### src/r64a_pkg.sv
// Shared types, constants and symbol lookup for the radix-64 armor encoder.
package r64a_pkg;

  localparam logic [23:0] CRC_INIT_RST = 24'hB704CE;
  localparam logic [23:0] CRC_POLY_RST = 24'h864CFB;
  localparam logic [9:0]  SEC_LINES_RST = 10'd0;

  localparam logic [7:0] PAD_CHAR = 8'h3D;

  // Register indexes on the configuration port.
  localparam logic [1:0] REG_CRC_INIT  = 2'd0;
  localparam logic [1:0] REG_CRC_POLY  = 2'd1;
  localparam logic [1:0] REG_SEC_LINES = 2'd2;

  // Job queue between front and back.
  localparam int unsigned QDEPTH = 4;
  localparam int unsigned QPTR_W = $clog2(QDEPTH);
  localparam int unsigned QCNT_W = $clog2(QDEPTH + 1);

  // Back-end character slots: four group chars, then '=' and four CRC chars.
  localparam logic [3:0] STEP_GRP_LAST = 4'd3;
  localparam logic [3:0] STEP_CRC_PAD  = 4'd4;
  localparam logic [3:0] STEP_CRC_LAST = 4'd8;

  typedef struct packed {
    logic [23:0] word;      // group bytes, left-aligned
    logic [1:0]  fill;      // bytes in the group, 1..3
    logic        line_end;  // group closes the line
    logic        crc_line;  // checksum line follows
    logic [23:0] crc;       // checksum of the section
  } r64a_job_t;

  function automatic logic [7:0] sym(input logic [5:0] v);
    logic [7:0] c;
    c = 8'h00;
    case (v) inside
      [6'd0:6'd25]:  c = 8'h41 + {2'b00, v};
      [6'd26:6'd51]: c = 8'h61 + {2'b00, v} - 8'd26;
      [6'd52:6'd61]: c = 8'h30 + {2'b00, v} - 8'd52;
      6'd62:         c = 8'h2B;
      6'd63:         c = 8'h2F;
      default:       c = 8'h00;
    endcase
    return c;
  endfunction

endpackage

### src/r64a_front.sv
// Front end: takes bytes, runs the CRC, groups bytes into jobs and marks each job's line and checksum ends.
module r64a_front #(
  parameter int unsigned LINE_BYTES = 48
) (
  input  logic               clk,
  input  logic               rst_n,
  input  logic               in_valid,
  output logic               in_stall,
  input  logic [7:0]         in_data_byte,
  input  logic               in_final_byte,
  input  logic [23:0]        crc_init,
  input  logic [23:0]        crc_poly,
  input  logic [9:0]         section_lines,
  input  logic               q_full,
  output logic               q_push,
  output r64a_pkg::r64a_job_t q_job
);
  import r64a_pkg::*;

  localparam int unsigned LBC_W = $clog2(LINE_BYTES + 1);
  localparam logic [LBC_W-1:0] LINE_LIMIT = LBC_W'(LINE_BYTES);

  logic [15:0]      held_r, held_nxt;
  logic [1:0]       gfill_r, gfill_nxt;
  logic [LBC_W-1:0] lbc_r, lbc_nxt;
  logic [9:0]       slc_r, slc_nxt;
  logic [23:0]      crc_r, crc_nxt;

  logic             accept;
  logic [23:0]      crc_new;
  logic [1:0]       fill;
  logic [LBC_W-1:0] lbc_inc;
  logic [9:0]       slc_inc;
  logic             line_full, do_grp, le, close, crc_line;
  logic [23:0]      word;

  function automatic logic [23:0] crc_byte(input logic [23:0] c_in, input logic [7:0] b,
                                           input logic [23:0] poly);
    logic [23:0] c;
    c = c_in ^ {b, 16'h0000};
    for (int i = 0; i < 8; i++) begin
      if (c[23]) c = {c[22:0], 1'b0} ^ poly;
      else       c = {c[22:0], 1'b0};
    end
    return c;
  endfunction

  always_comb begin
    accept    = in_valid && !q_full;
    crc_new   = crc_byte(crc_r, in_data_byte, crc_poly);
    fill      = gfill_r + 2'd1;
    lbc_inc   = lbc_r + LBC_W'(1);
    slc_inc   = slc_r + 10'd1;
    line_full = lbc_inc >= LINE_LIMIT;
    do_grp    = (fill == 2'd3) || line_full || in_final_byte;
    le        = line_full || in_final_byte;
    close     = le && (section_lines != 10'd0) && (slc_inc >= section_lines);
    crc_line  = close || in_final_byte;

    case (fill)
      2'd1:    word = {in_data_byte, 16'h0000};
      2'd2:    word = {held_r[7:0], in_data_byte, 8'h00};
      default: word = {held_r, in_data_byte};
    endcase

    held_nxt  = held_r;
    gfill_nxt = gfill_r;
    lbc_nxt   = lbc_r;
    slc_nxt   = slc_r;
    crc_nxt   = crc_r;
    if (accept) begin
      crc_nxt = crc_line ? crc_init : crc_new;
      if (do_grp) begin
        held_nxt  = 16'h0000;
        gfill_nxt = 2'd0;
        if (le) begin
          lbc_nxt = '0;
          slc_nxt = crc_line ? 10'd0 : slc_inc;
        end else begin
          lbc_nxt = lbc_inc;
        end
      end else begin
        held_nxt  = {held_r[7:0], in_data_byte};
        gfill_nxt = fill;
        lbc_nxt   = lbc_inc;
      end
    end

    in_stall          = q_full;
    q_push            = accept && do_grp;
    q_job.word        = word;
    q_job.fill        = fill;
    q_job.line_end    = le;
    q_job.crc_line    = crc_line;
    q_job.crc         = crc_new;
  end

  always_ff @(posedge clk) begin
    if (!rst_n) begin
      held_r  <= 16'h0000;
      gfill_r <= 2'd0;
      lbc_r   <= '0;
      slc_r   <= 10'd0;
      crc_r   <= CRC_INIT_RST;
    end else begin
      held_r  <= held_nxt;
      gfill_r <= gfill_nxt;
      lbc_r   <= lbc_nxt;
      slc_r   <= slc_nxt;
      crc_r   <= crc_nxt;
    end
  end

endmodule

### src/r64a_fifo.sv
// Short job queue between the front and back ends.
module r64a_fifo (
  input  logic                clk,
  input  logic                rst_n,
  input  logic                push,
  input  r64a_pkg::r64a_job_t push_job,
  output logic                full,
  input  logic                pop,
  output logic                head_valid,
  output r64a_pkg::r64a_job_t head_job
);
  import r64a_pkg::*;

  r64a_job_t          mem_r [QDEPTH];
  logic [QPTR_W-1:0]  wp_r, wp_nxt;
  logic [QPTR_W-1:0]  rp_r, rp_nxt;
  logic [QCNT_W-1:0]  cnt_r, cnt_nxt;
  logic               do_push, do_pop;

  always_comb begin
    full       = cnt_r == QCNT_W'(QDEPTH);
    head_valid = cnt_r != '0;
    head_job   = mem_r[rp_r];
    do_push    = push && !full;
    do_pop     = pop && head_valid;
    wp_nxt     = do_push ? wp_r + QPTR_W'(1) : wp_r;
    rp_nxt     = do_pop ? rp_r + QPTR_W'(1) : rp_r;
    cnt_nxt    = cnt_r + QCNT_W'(do_push) - QCNT_W'(do_pop);
  end

  always_ff @(posedge clk) begin
    if (do_push) mem_r[wp_r] <= push_job;
  end

  always_ff @(posedge clk) begin
    if (!rst_n) begin
      wp_r  <= '0;
      rp_r  <= '0;
      cnt_r <= '0;
    end else begin
      wp_r  <= wp_nxt;
      rp_r  <= rp_nxt;
      cnt_r <= cnt_nxt;
    end
  end

endmodule

### src/r64a_back.sv
// Back end: walks jobs as chars, one per cycle unless stalled, to the output register.
module r64a_back (
  input  logic                clk,
  input  logic                rst_n,
  input  logic                q_valid,
  input  r64a_pkg::r64a_job_t q_job,
  output logic                q_pop,
  output logic                out_valid,
  input  logic                out_stall,
  output logic [7:0]          out_char,
  output logic                out_line_end,
  output logic                out_section_end,
  output logic                out_last_of_run
);
  import r64a_pkg::*;

  logic [3:0] step_r, step_nxt;
  logic       valid_r, valid_nxt;
  logic [7:0] char_r, char_nxt;
  logic       le_r, le_nxt;
  logic       se_r, se_nxt;
  logic       last_r, last_nxt;

  logic       advance, emit, last;
  logic [5:0] idx;

  always_comb begin
    advance = !valid_r || !out_stall;
    emit    = q_valid && advance;
    last    = q_job.crc_line ? (step_r == STEP_CRC_LAST) : (step_r == STEP_GRP_LAST);
    q_pop   = emit && last;

    case (step_r)
      4'd0:    idx = q_job.word[23:18];
      4'd1:    idx = q_job.word[17:12];
      4'd2:    idx = q_job.word[11:6];
      4'd3:    idx = q_job.word[5:0];
      4'd5:    idx = q_job.crc[23:18];
      4'd6:    idx = q_job.crc[17:12];
      4'd7:    idx = q_job.crc[11:6];
      default: idx = q_job.crc[5:0];
    endcase

    if (step_r <= STEP_GRP_LAST) begin
      // slots past the group's bytes become padding
      char_nxt = (step_r[1:0] <= q_job.fill) ? sym(idx) : PAD_CHAR;
      le_nxt   = (step_r == STEP_GRP_LAST) && q_job.line_end;
      se_nxt   = 1'b0;
    end else if (step_r == STEP_CRC_PAD) begin
      char_nxt = PAD_CHAR;
      le_nxt   = 1'b0;
      se_nxt   = 1'b0;
    end else begin
      char_nxt = sym(idx);
      le_nxt   = step_r == STEP_CRC_LAST;
      se_nxt   = step_r == STEP_CRC_LAST;
    end
    last_nxt = last;

    valid_nxt = advance ? q_valid : valid_r;
    step_nxt  = emit ? (last ? 4'd0 : step_r + 4'd1) : step_r;

    out_valid       = valid_r;
    out_char        = char_r;
    out_line_end    = le_r;
    out_section_end = se_r;
    out_last_of_run = last_r;
  end

  always_ff @(posedge clk) begin
    if (!rst_n) begin
      valid_r <= 1'b0;
      step_r  <= 4'd0;
    end else begin
      valid_r <= valid_nxt;
      step_r  <= step_nxt;
    end
  end

  always_ff @(posedge clk) begin
    if (emit) begin
      char_r <= char_nxt;
      le_r   <= le_nxt;
      se_r   <= se_nxt;
      last_r <= last_nxt;
    end
  end

  a_step_range: assert property (@(posedge clk) disable iff (!rst_n)
    step_r <= STEP_CRC_LAST)
    else $error("character slot out of range");

  a_job_held: assert property (@(posedge clk) disable iff (!rst_n)
    step_r != 4'd0 |-> q_valid)
    else $error("job left the queue in mid walk");

  a_sec_end: assert property (@(posedge clk) disable iff (!rst_n)
    valid_r && se_r |-> le_r && last_r)
    else $error("section end without line end and run end");

  a_pop_rewinds: assert property (@(posedge clk) disable iff (!rst_n)
    q_pop |=> step_r == 4'd0)
    else $error("slot counter not rewound after job");

endmodule

### src/radix64_armour_encoder_crc24.sv
// Top level of the radix-64 armor encoder with CRC-24 checksum lines.
//
//   channel  | handshake                        | payload
//   in       | in_valid / in_stall              | in_data_byte, in_final_byte
//   out      | out_valid / out_stall            | out_char, out_line_end,
//            |                                  | out_section_end, out_last_of_run
//   config   | psel, penable, pwrite, pready    | paddr, pwdata, prdata
//
// A byte is taken every cycle while the four-entry job queue has room; the CRC of
// a byte is done in the cycle it is taken. The output gives one character per
// cycle while out_stall is low, so the back end sets the sustained rate: four
// characters per group of three bytes, plus five for each checksum line. A byte
// passes through the job queue and the output register. Reset is synchronous;
// out_stall holds the output register and, once the queue fills, raises in_stall.
module radix64_armour_encoder_crc24 #(
  parameter int unsigned LINE_BYTES = 48
) (
  input  logic        clk,
  input  logic        rst_n,
  input  logic        in_valid,
  output logic        in_stall,
  input  logic [7:0]  in_data_byte,
  input  logic        in_final_byte,
  output logic        out_valid,
  input  logic        out_stall,
  output logic [7:0]  out_char,
  output logic        out_line_end,
  output logic        out_section_end,
  output logic        out_last_of_run,
  input  logic        psel,
  input  logic        penable,
  input  logic        pwrite,
  input  logic [3:0]  paddr,
  input  logic [31:0] pwdata,
  output logic [31:0] prdata,
  output logic        pready
);
  import r64a_pkg::*;

  logic [23:0] crc_init_r, crc_init_nxt;
  logic [23:0] crc_poly_r, crc_poly_nxt;
  logic [9:0]  sec_lines_r, sec_lines_nxt;
  logic        wr_en;

  logic        q_full, q_push, q_pop, q_valid;
  r64a_job_t   push_job, head_job;

  always_comb begin
    pready        = 1'b1;
    wr_en         = psel && penable && pwrite;
    crc_init_nxt  = crc_init_r;
    crc_poly_nxt  = crc_poly_r;
    sec_lines_nxt = sec_lines_r;
    if (wr_en) begin
      case (paddr[3:2])
        REG_CRC_INIT:  crc_init_nxt  = pwdata[23:0];
        REG_CRC_POLY:  crc_poly_nxt  = pwdata[23:0];
        REG_SEC_LINES: sec_lines_nxt = pwdata[9:0];
        default: ;
      endcase
    end
    case (paddr[3:2])
      REG_CRC_INIT:  prdata = {8'h00, crc_init_r};
      REG_CRC_POLY:  prdata = {8'h00, crc_poly_r};
      REG_SEC_LINES: prdata = {22'h0, sec_lines_r};
      default:       prdata = 32'h0;
    endcase
  end

  always_ff @(posedge clk) begin
    if (!rst_n) begin
      crc_init_r  <= CRC_INIT_RST;
      crc_poly_r  <= CRC_POLY_RST;
      sec_lines_r <= SEC_LINES_RST;
    end else begin
      crc_init_r  <= crc_init_nxt;
      crc_poly_r  <= crc_poly_nxt;
      sec_lines_r <= sec_lines_nxt;
    end
  end

  r64a_front #(
    .LINE_BYTES(LINE_BYTES)
  ) u_front (
    .clk           (clk),
    .rst_n         (rst_n),
    .in_valid      (in_valid),
    .in_stall      (in_stall),
    .in_data_byte  (in_data_byte),
    .in_final_byte (in_final_byte),
    .crc_init      (crc_init_r),
    .crc_poly      (crc_poly_r),
    .section_lines (sec_lines_r),
    .q_full        (q_full),
    .q_push        (q_push),
    .q_job         (push_job)
  );

  r64a_fifo u_fifo (
    .clk        (clk),
    .rst_n      (rst_n),
    .push       (q_push),
    .push_job   (push_job),
    .full       (q_full),
    .pop        (q_pop),
    .head_valid (q_valid),
    .head_job   (head_job)
  );

  r64a_back u_back (
    .clk             (clk),
    .rst_n           (rst_n),
    .q_valid         (q_valid),
    .q_job           (head_job),
    .q_pop           (q_pop),
    .out_valid       (out_valid),
    .out_stall       (out_stall),
    .out_char        (out_char),
    .out_line_end    (out_line_end),
    .out_section_end (out_section_end),
    .out_last_of_run (out_last_of_run)
  );

endmodule

### config.mk
export PLATFORM = sky130hd
export DESIGN_NAME = radix64_armour_encoder_crc24
export DESIGN_NICKNAME = d
export VERILOG_FILES = /design/src/r64a_pkg.sv /design/src/r64a_front.sv /design/src/r64a_fifo.sv /design/src/r64a_back.sv /design/src/radix64_armour_encoder_crc24.sv
export SDC_FILE = /design/constraint.sdc
export NUM_CORES = 1
export LEC_CHECK = 0
export ABC_CLOCK_PERIOD_IN_PS = 5900
export BUFFER_PORTS_ARGS = -buffer_cell sky130_fd_sc_hd__buf_2
export CAP_MARGIN = 20
export CORE_ASPECT_RATIO = 1.25
export CORE_MARGIN = 1
export CORE_UTILIZATION = 40
export CTS_CLUSTER_DIAMETER = 60
export DETAILED_ROUTE_END_ITERATION = 10
export PLACE_DENSITY_LB_ADDON = 0.12
export RECOVER_POWER = 25
export SETUP_SLACK_MARGIN = 0.15
export SYNTH_ARGS = -nofsm -noshare
export SYNTH_HDL_FRONTEND = slang
export SYNTH_SLANG_ARGS = --single-unit
### constraint.sdc
create_clock -name clk -period 5.9 [get_ports clk]
set_input_delay 0.295 -clock clk [delete_from_list [all_inputs] [get_ports clk]]
set_output_delay 0.295 -clock clk [all_outputs]
set_load 0.05 [all_outputs]
# [After elaboration in Yosys (flattened, before gate mapping)]
# Memory sizes are Yosys's and may differ from the RTL's. A register that Yosys moved wholly into a read port is not among the register bits.
# Index checks and enable logic that the tools add are counted.
[totals] n_memories=1 out_inout_bits=46 input_bits=52 ram_bits=208 reg_bits=139 word_cells=129
[memory_table] memory="u_fifo.mem_r" depth=4 width=52 rd=1 rd_clocked_by_memory_dff=1 wr=1 line_no="r64a_fifo.sv:14" text="r64a_job_t mem_r [QDEPTH];"
[classes] reduce_logical=30 magnitude_cmp=10 eq_ne=16 addsub=13 n_bitwise=9 muxes=33
[op_table] cell="2-to-1 mux 24 bit" count=9
[op_table] cell="XOR 24 bit" count=9
[op_table] cell="one-hot mux 24 bit (3 select lines)" count=1
[op_table] cell="2-to-1 mux 8 bit" count=7
[op_table] cell="one-hot mux 24 bit (2 select lines)" count=1
[op_table] cell="one-hot mux 6 bit (7 select lines)" count=1
[op_table] cell="2-to-1 mux 6 bit" count=3
[op_table] cell="adder 7 x 6 -> 8 bit, first input constant" count=2
[op_table] cell="== test 4 x 3 -> 1 bit, second input constant" count=4
[op_table] cell="2-to-1 mux 16 bit" count=1
[op_table] cell="logical AND 1 bit" count=14
[op_table] cell="== test 6 bit, second input constant" count=2
[op_table] cell="greater-or-equal comparator 6 bit, second input constant" count=2
[op_table] cell="less-or-equal comparator 6 bit, second input constant" count=2
[op_table] cell="adder 10 x 1 -> 10 bit, second input constant" count=1
[op_table] cell="greater-or-equal comparator 10 bit" count=1
[op_table] cell="2-to-1 mux 10 bit" count=1
[op_table] cell="nonzero test 10 bit" count=1
[op_table] cell="== test 4 x 2 -> 1 bit, second input constant" count=2
[op_table] cell="subtractor 8 x 5 -> 8 bit, second input constant" count=1
[op_table] cell="subtractor 8 x 6 -> 8 bit, second input constant" count=1
[op_table] cell="adder 6 x 6 -> 7 bit, first input constant" count=1
[op_table] cell="adder 2 x 1 -> 2 bit, second input constant" count=3
[op_table] cell="adder 6 x 1 -> 6 bit, second input constant" count=1
[op_table] cell="23 further kinds" count=40

# [Longest topological paths before layout]
[logic_depth] word_depth=18 ltp_mapped=22 ltp_nobuf=17

# [By module]
# Synthesis repeated with hierarchy kept, for this count alone.
[hier_totals] hier_cells=1729 area_unflattened_um2=19078.3
[by_module_without_submodules] mod="r64a_fifo" cells_each=320 area_per_inst_um2=8042.7 instances=1 seq_area_each_um2=6426.2
[by_module_without_submodules] mod="r64a_front" cells_each=892 area_per_inst_um2=6472.5 instances=1 seq_area_each_um2=1161.1
[by_module_without_submodules] mod="radix64_armour_encoder_crc24" cells_each=311 area_per_inst_um2=2851.5 instances=1 seq_area_each_um2=1161.1
[by_module_without_submodules] mod="r64a_back" cells_each=206 area_per_inst_um2=1711.6 instances=1 seq_area_each_um2=430.4

# [Worst setup path before layout]
# OpenSTA, ideal clock, no wires.
[synth_path] path_type="flip-flop to flip-flop" from="reg (tool-made name)" to="reg u_back.char_r[5] (netlist: u_back.out_char[5]) (data pin)" setup_time_ps=269 setup_slack_ps=1238 required_time_ps=5631 path_stages_with_launch=20 synth_period_minus_slack_ps=4662 path_buffers=6 t_arrival_ps=4393 cell_sequence="dfxtp_1 buf_2 buf_4 buf_4 buf_2 mux4_2 a222oi_1 nand2_1 a311oi_1 inv_1 ha_1 nor2b_1 nand2_1 o21ai_0 a21o_1 clkbuf_1 and2_0 clkbuf_1 a221oi_1 o21ai_0"
[synth_lines] item="to (signal assigned)" line_no="r64a_back.sv:82" text="char_r <= char_nxt;"
[synth_lines] item="to (decl)" line_no="r64a_back.sv:19" text="logic [7:0] char_r, char_nxt;"

==> impl_results.md <==
* Clk_lat worst skew at 530 ps
* Switching Share at 41.2%
* First-pass DRT Iterations at 7
* Core Area at 0.0460 mm^2
* Crit start category: flip-flop
* Slew @ Worst Pin at 2140 ps
* Yosys cell types at 68
* Minimum clock period after layout at 4770 ps
* Synthesized area at 0.0186 mm^2
* Routability cong. at 0.842
* Peak VDD IR at 488 uV
* Synth Area per Inst at 10.5 um^2
* WL/cell at 19.3 um
* Slew HR at -42.7%
* Ports at 98
* Power Density at 710 mW/mm^2
* Status: finished with violations
* Clock sinks at 349
* Iter 0 DRT Violations at 752
* Clock power frac at 15.8%
* DRT Wirelength at 46,800 um
* Req. time, crit path at 6260 ps
* Routed Antenna Nets at 0
* Post-synth EDFFs at 219
* Worst-path clk slew at 60 ps
* Setup_tns at 0 ps
* Leak at 0.00748 uW
* CTS Buf Count at 37
* Area of the multi-input gates at 0.00875 mm^2
* Synth Instances at 1,781
* Drc violations at 0
* Worst path max stage delay at 540 ps
* Vias in the first global route at 12,966
* Antenna violations before repair at 0
* Reg power frac at 28.8%
* H-tree lvl count at 2
* Post-Route Utilization at 45.3%
* Internal power at 8700 uW
* P&R area growth vs syn at 11.9%
* Longest Clk Path Bufs at 3
* Largest net degree at the start of global routing at 75
* Seq/Total Area, Yosys at 49.3%
* Slowest-stage cell, CP: a222oi_1
* Final hold viol count at 0
* Via count at 12,954
* Nets@finish at 1,912
* Worst EP arrival at 5130 ps
* Critical path class: reg -> reg
* Final setup viols at 0
* Die Area at 0.0475 mm^2
* Port buffer count at 78
* Slew Limit Fails at 75
* Starting Density at 40.5%
* Via-to-Cell Ratio at 5.33
* Tot GR Track Use at 19.7%
* Chip Width at 195 um
* ANT cells at 0
* Fill cell count at 4,335
* CTS resizes at 0
* Area leader, netlist: edfxtp_1
* Die Ht at 243 um
* Postcts setup bufs at 0
* Seq. cell area at 0.00918 mm^2
* Share of cells above drive strength 1 at 11.9%
* Crit path top cell by count: nand2_1
* Top_reg_cell synth: edfxtp_1
* Worst min path class: in -> reg
* Failing checks: capacitance limit, slew limit
* Top cells by area, synth: edfxtp_1 (35%), dfxtp_1 (14%), xnor2_1 (8.3%)
* Register bit total from synthesis at 349
* Clock skew at 13.1 ps
* DP HPWL at 32,000 um
* CTS Root Cell: clkbuf_16
* First-pass GRT wire length at 73,400 um
* Combinational share of power at 55.4%
* Fin crit share at 80.9%
* Switching pwr at 6100 uW
* CTS tree: done
* FFs w/ async S/R, synth at 0%
* F_max at 210 MHz
* Ys Warns at 0
* # rows at 88
* Gr ovfl total at 0
* Worst-path maximum fanout at 10
* Crit path cell chain: buf_4 > mux4_2 > a222oi_1 > nand2_1 > a32oi_1 > o22a_1 > inv_1 > ha_1 > nand2_1 > nand2_1 > o21ai_0 > a21o_1 > and2_0 > nand2_1 > o32a_1 > a32oi_1
* Max cap viols at 3
* RSZ-0062 raised after global routing: no
* CP Capture Type: flip-flop
* Share of the synthesized area in the top cell type at 35.3%
-- registers in the layout, summed over array words and instances, names as in the netlist, 6 cells and up, named ones only --
register	flops
u_fifo.mem_r	208
crc_init_r	24
crc_poly_r	24
u_front.crc_r	24
u_front.held_r	16
sec_lines_r	10
u_front.slc_r	10
u_back.out_char	8
u_front.lbc_r	6
-- cell families (layout without fill, tap and decap cells) --
| group | after synthesis | in the layout | share of synthesized area, % |
|---|---|---|---|
| buffers and inverters | 186 | 245 | 4.09 |
| other | 2 | 9 | 0.0403 |
| AO/OA/AOI/OAI | 244 | 244 | 8.93 |
| flip-flops | 349 | 349 | 49.3 |
| XOR/XNOR | 214 | 214 | 10.6 |
| adder cells (fa/ha/maj) | 41 | 41 | 2.79 |
| AND/OR/NAND/NOR | 656 | 656 | 16.1 |
| multiplexers | 89 | 89 | 8.27 |
-- metrics by stage --
| stage | power (uW) | hold WS [ps] | setup slack, ps | cell area, um^2 | std cells |
|---|---|---|---|---|---|
| floorplan | 10500 | 419 | 1240 | 18700 | 1788 |
| global placement | 12400 | 443 | 1100 | 19600 | 2356 |
| detailed placement | 12600 | 448 | 1080 | 19600 | 2356 |
| CTS | 15000 | 3.67 | 1070 | 20900 | 2431 |
| global route | 15800 | 28.6 | 756 | 20900 | 2432 |
| finish | 14800 | 27.7 | 1130 | 20900 | 2432 |
-- layout by cell type, fill, tap and decap left out, types with 17 or more instances in the layout --
| master | count |
|---|---|
| xor2_1 | 29 |
| nor2_1 | 45 |
| buf_4 | 38 |
| a21boi_0 | 37 |
| ha_1 | 40 |
| o21ai_0 | 46 |
| clkbuf_16 | 38 |
| nor2b_1 | 18 |
| inv_1 | 52 |
| and2_1 | 17 |
| clkbuf_1 | 37 |
| mux4_2 | 52 |
| dfxtp_1 | 128 |
| edfxtp_1 | 219 |
| nand3_1 | 81 |
| xnor2_1 | 175 |
| buf_2 | 51 |
| nand2_1 | 378 |
| mux2i_1 | 37 |
| a21oi_1 | 55 |
-- critical path: cells and delay by family, from the launching register on --
kind / cells / cell delay (ps)
flops: 1 / 500
mux: 1 / 530
simple gates: 5 / 800
fa+ha+maj: 1 / 310
compound gates: 7 / 2050
buf+inv: 2 / 410
-- cell type report --
class                           instances  area share, %
Sequential cell                       349           44.0
Multi-Input combinational cell       1253           42.0
Clock buffer                           51           4.89
Timing Repair Buffer                  126           3.73
Tap cell                              585           3.51
Clock inverter                         16          0.942
Inverter                               52          0.936
-- what timing repair did --
item,CTS,global route
hold endpoints to repair,11,0
hold buffers,8,0
endpoints found under the setup margin,0,0
-- Yosys cell counts (16+ instances only) --
master and instances:
a21boi_0 37, a21oi_1 55, and2_1 24, clkbuf_1 110
dfxtp_1 130, edfxtp_1 219, ha_1 40, inv_1 52
mux2i_1 37, mux4_2 52, nand2_1 378, nand2b_1 16
nand3_1 81, nor2_1 45, nor2b_1 19, nor3_1 17
o21ai_0 46, xnor2_1 176, xor2_1 29
-- per-layer routing --
metal	vias to the layer above	track usage, %	routed length, um
li1	6306	-	-
met1	6311	24.3	20200
met2	274	35.9	23900
met3	63	2.13	1580
met4	0	6.14	1180
met5	-	0	0
-- path summary, 6_finish.rpt --
path	from	end	slack, ps	cells after the start
worst max-delay path	flip-flop	u_back.out_char[4]	1130	16
worst min-delay path	pwdata[4]	crc_poly_r[4]	30	3
worst max register to register	flip-flop	u_back.out_char[4]	1130	16
worst min register to register	u_front.held_r[11]	u_front.held_r[11]	460	2
-- power groups by stage --
stage          logic, uW  clock network, uW  registers, uW
5_1_grt             9030               2500           4290
3_5_place_dp        8260                  0           4320
4_1_cts             8300               2410           4260
6_report            8200               2340           4260
2_1_floorplan       6080                  0           4370
3_3_place_gp        8080                  0           4300
Note: power is estimated with default switching activity, not from simulation.
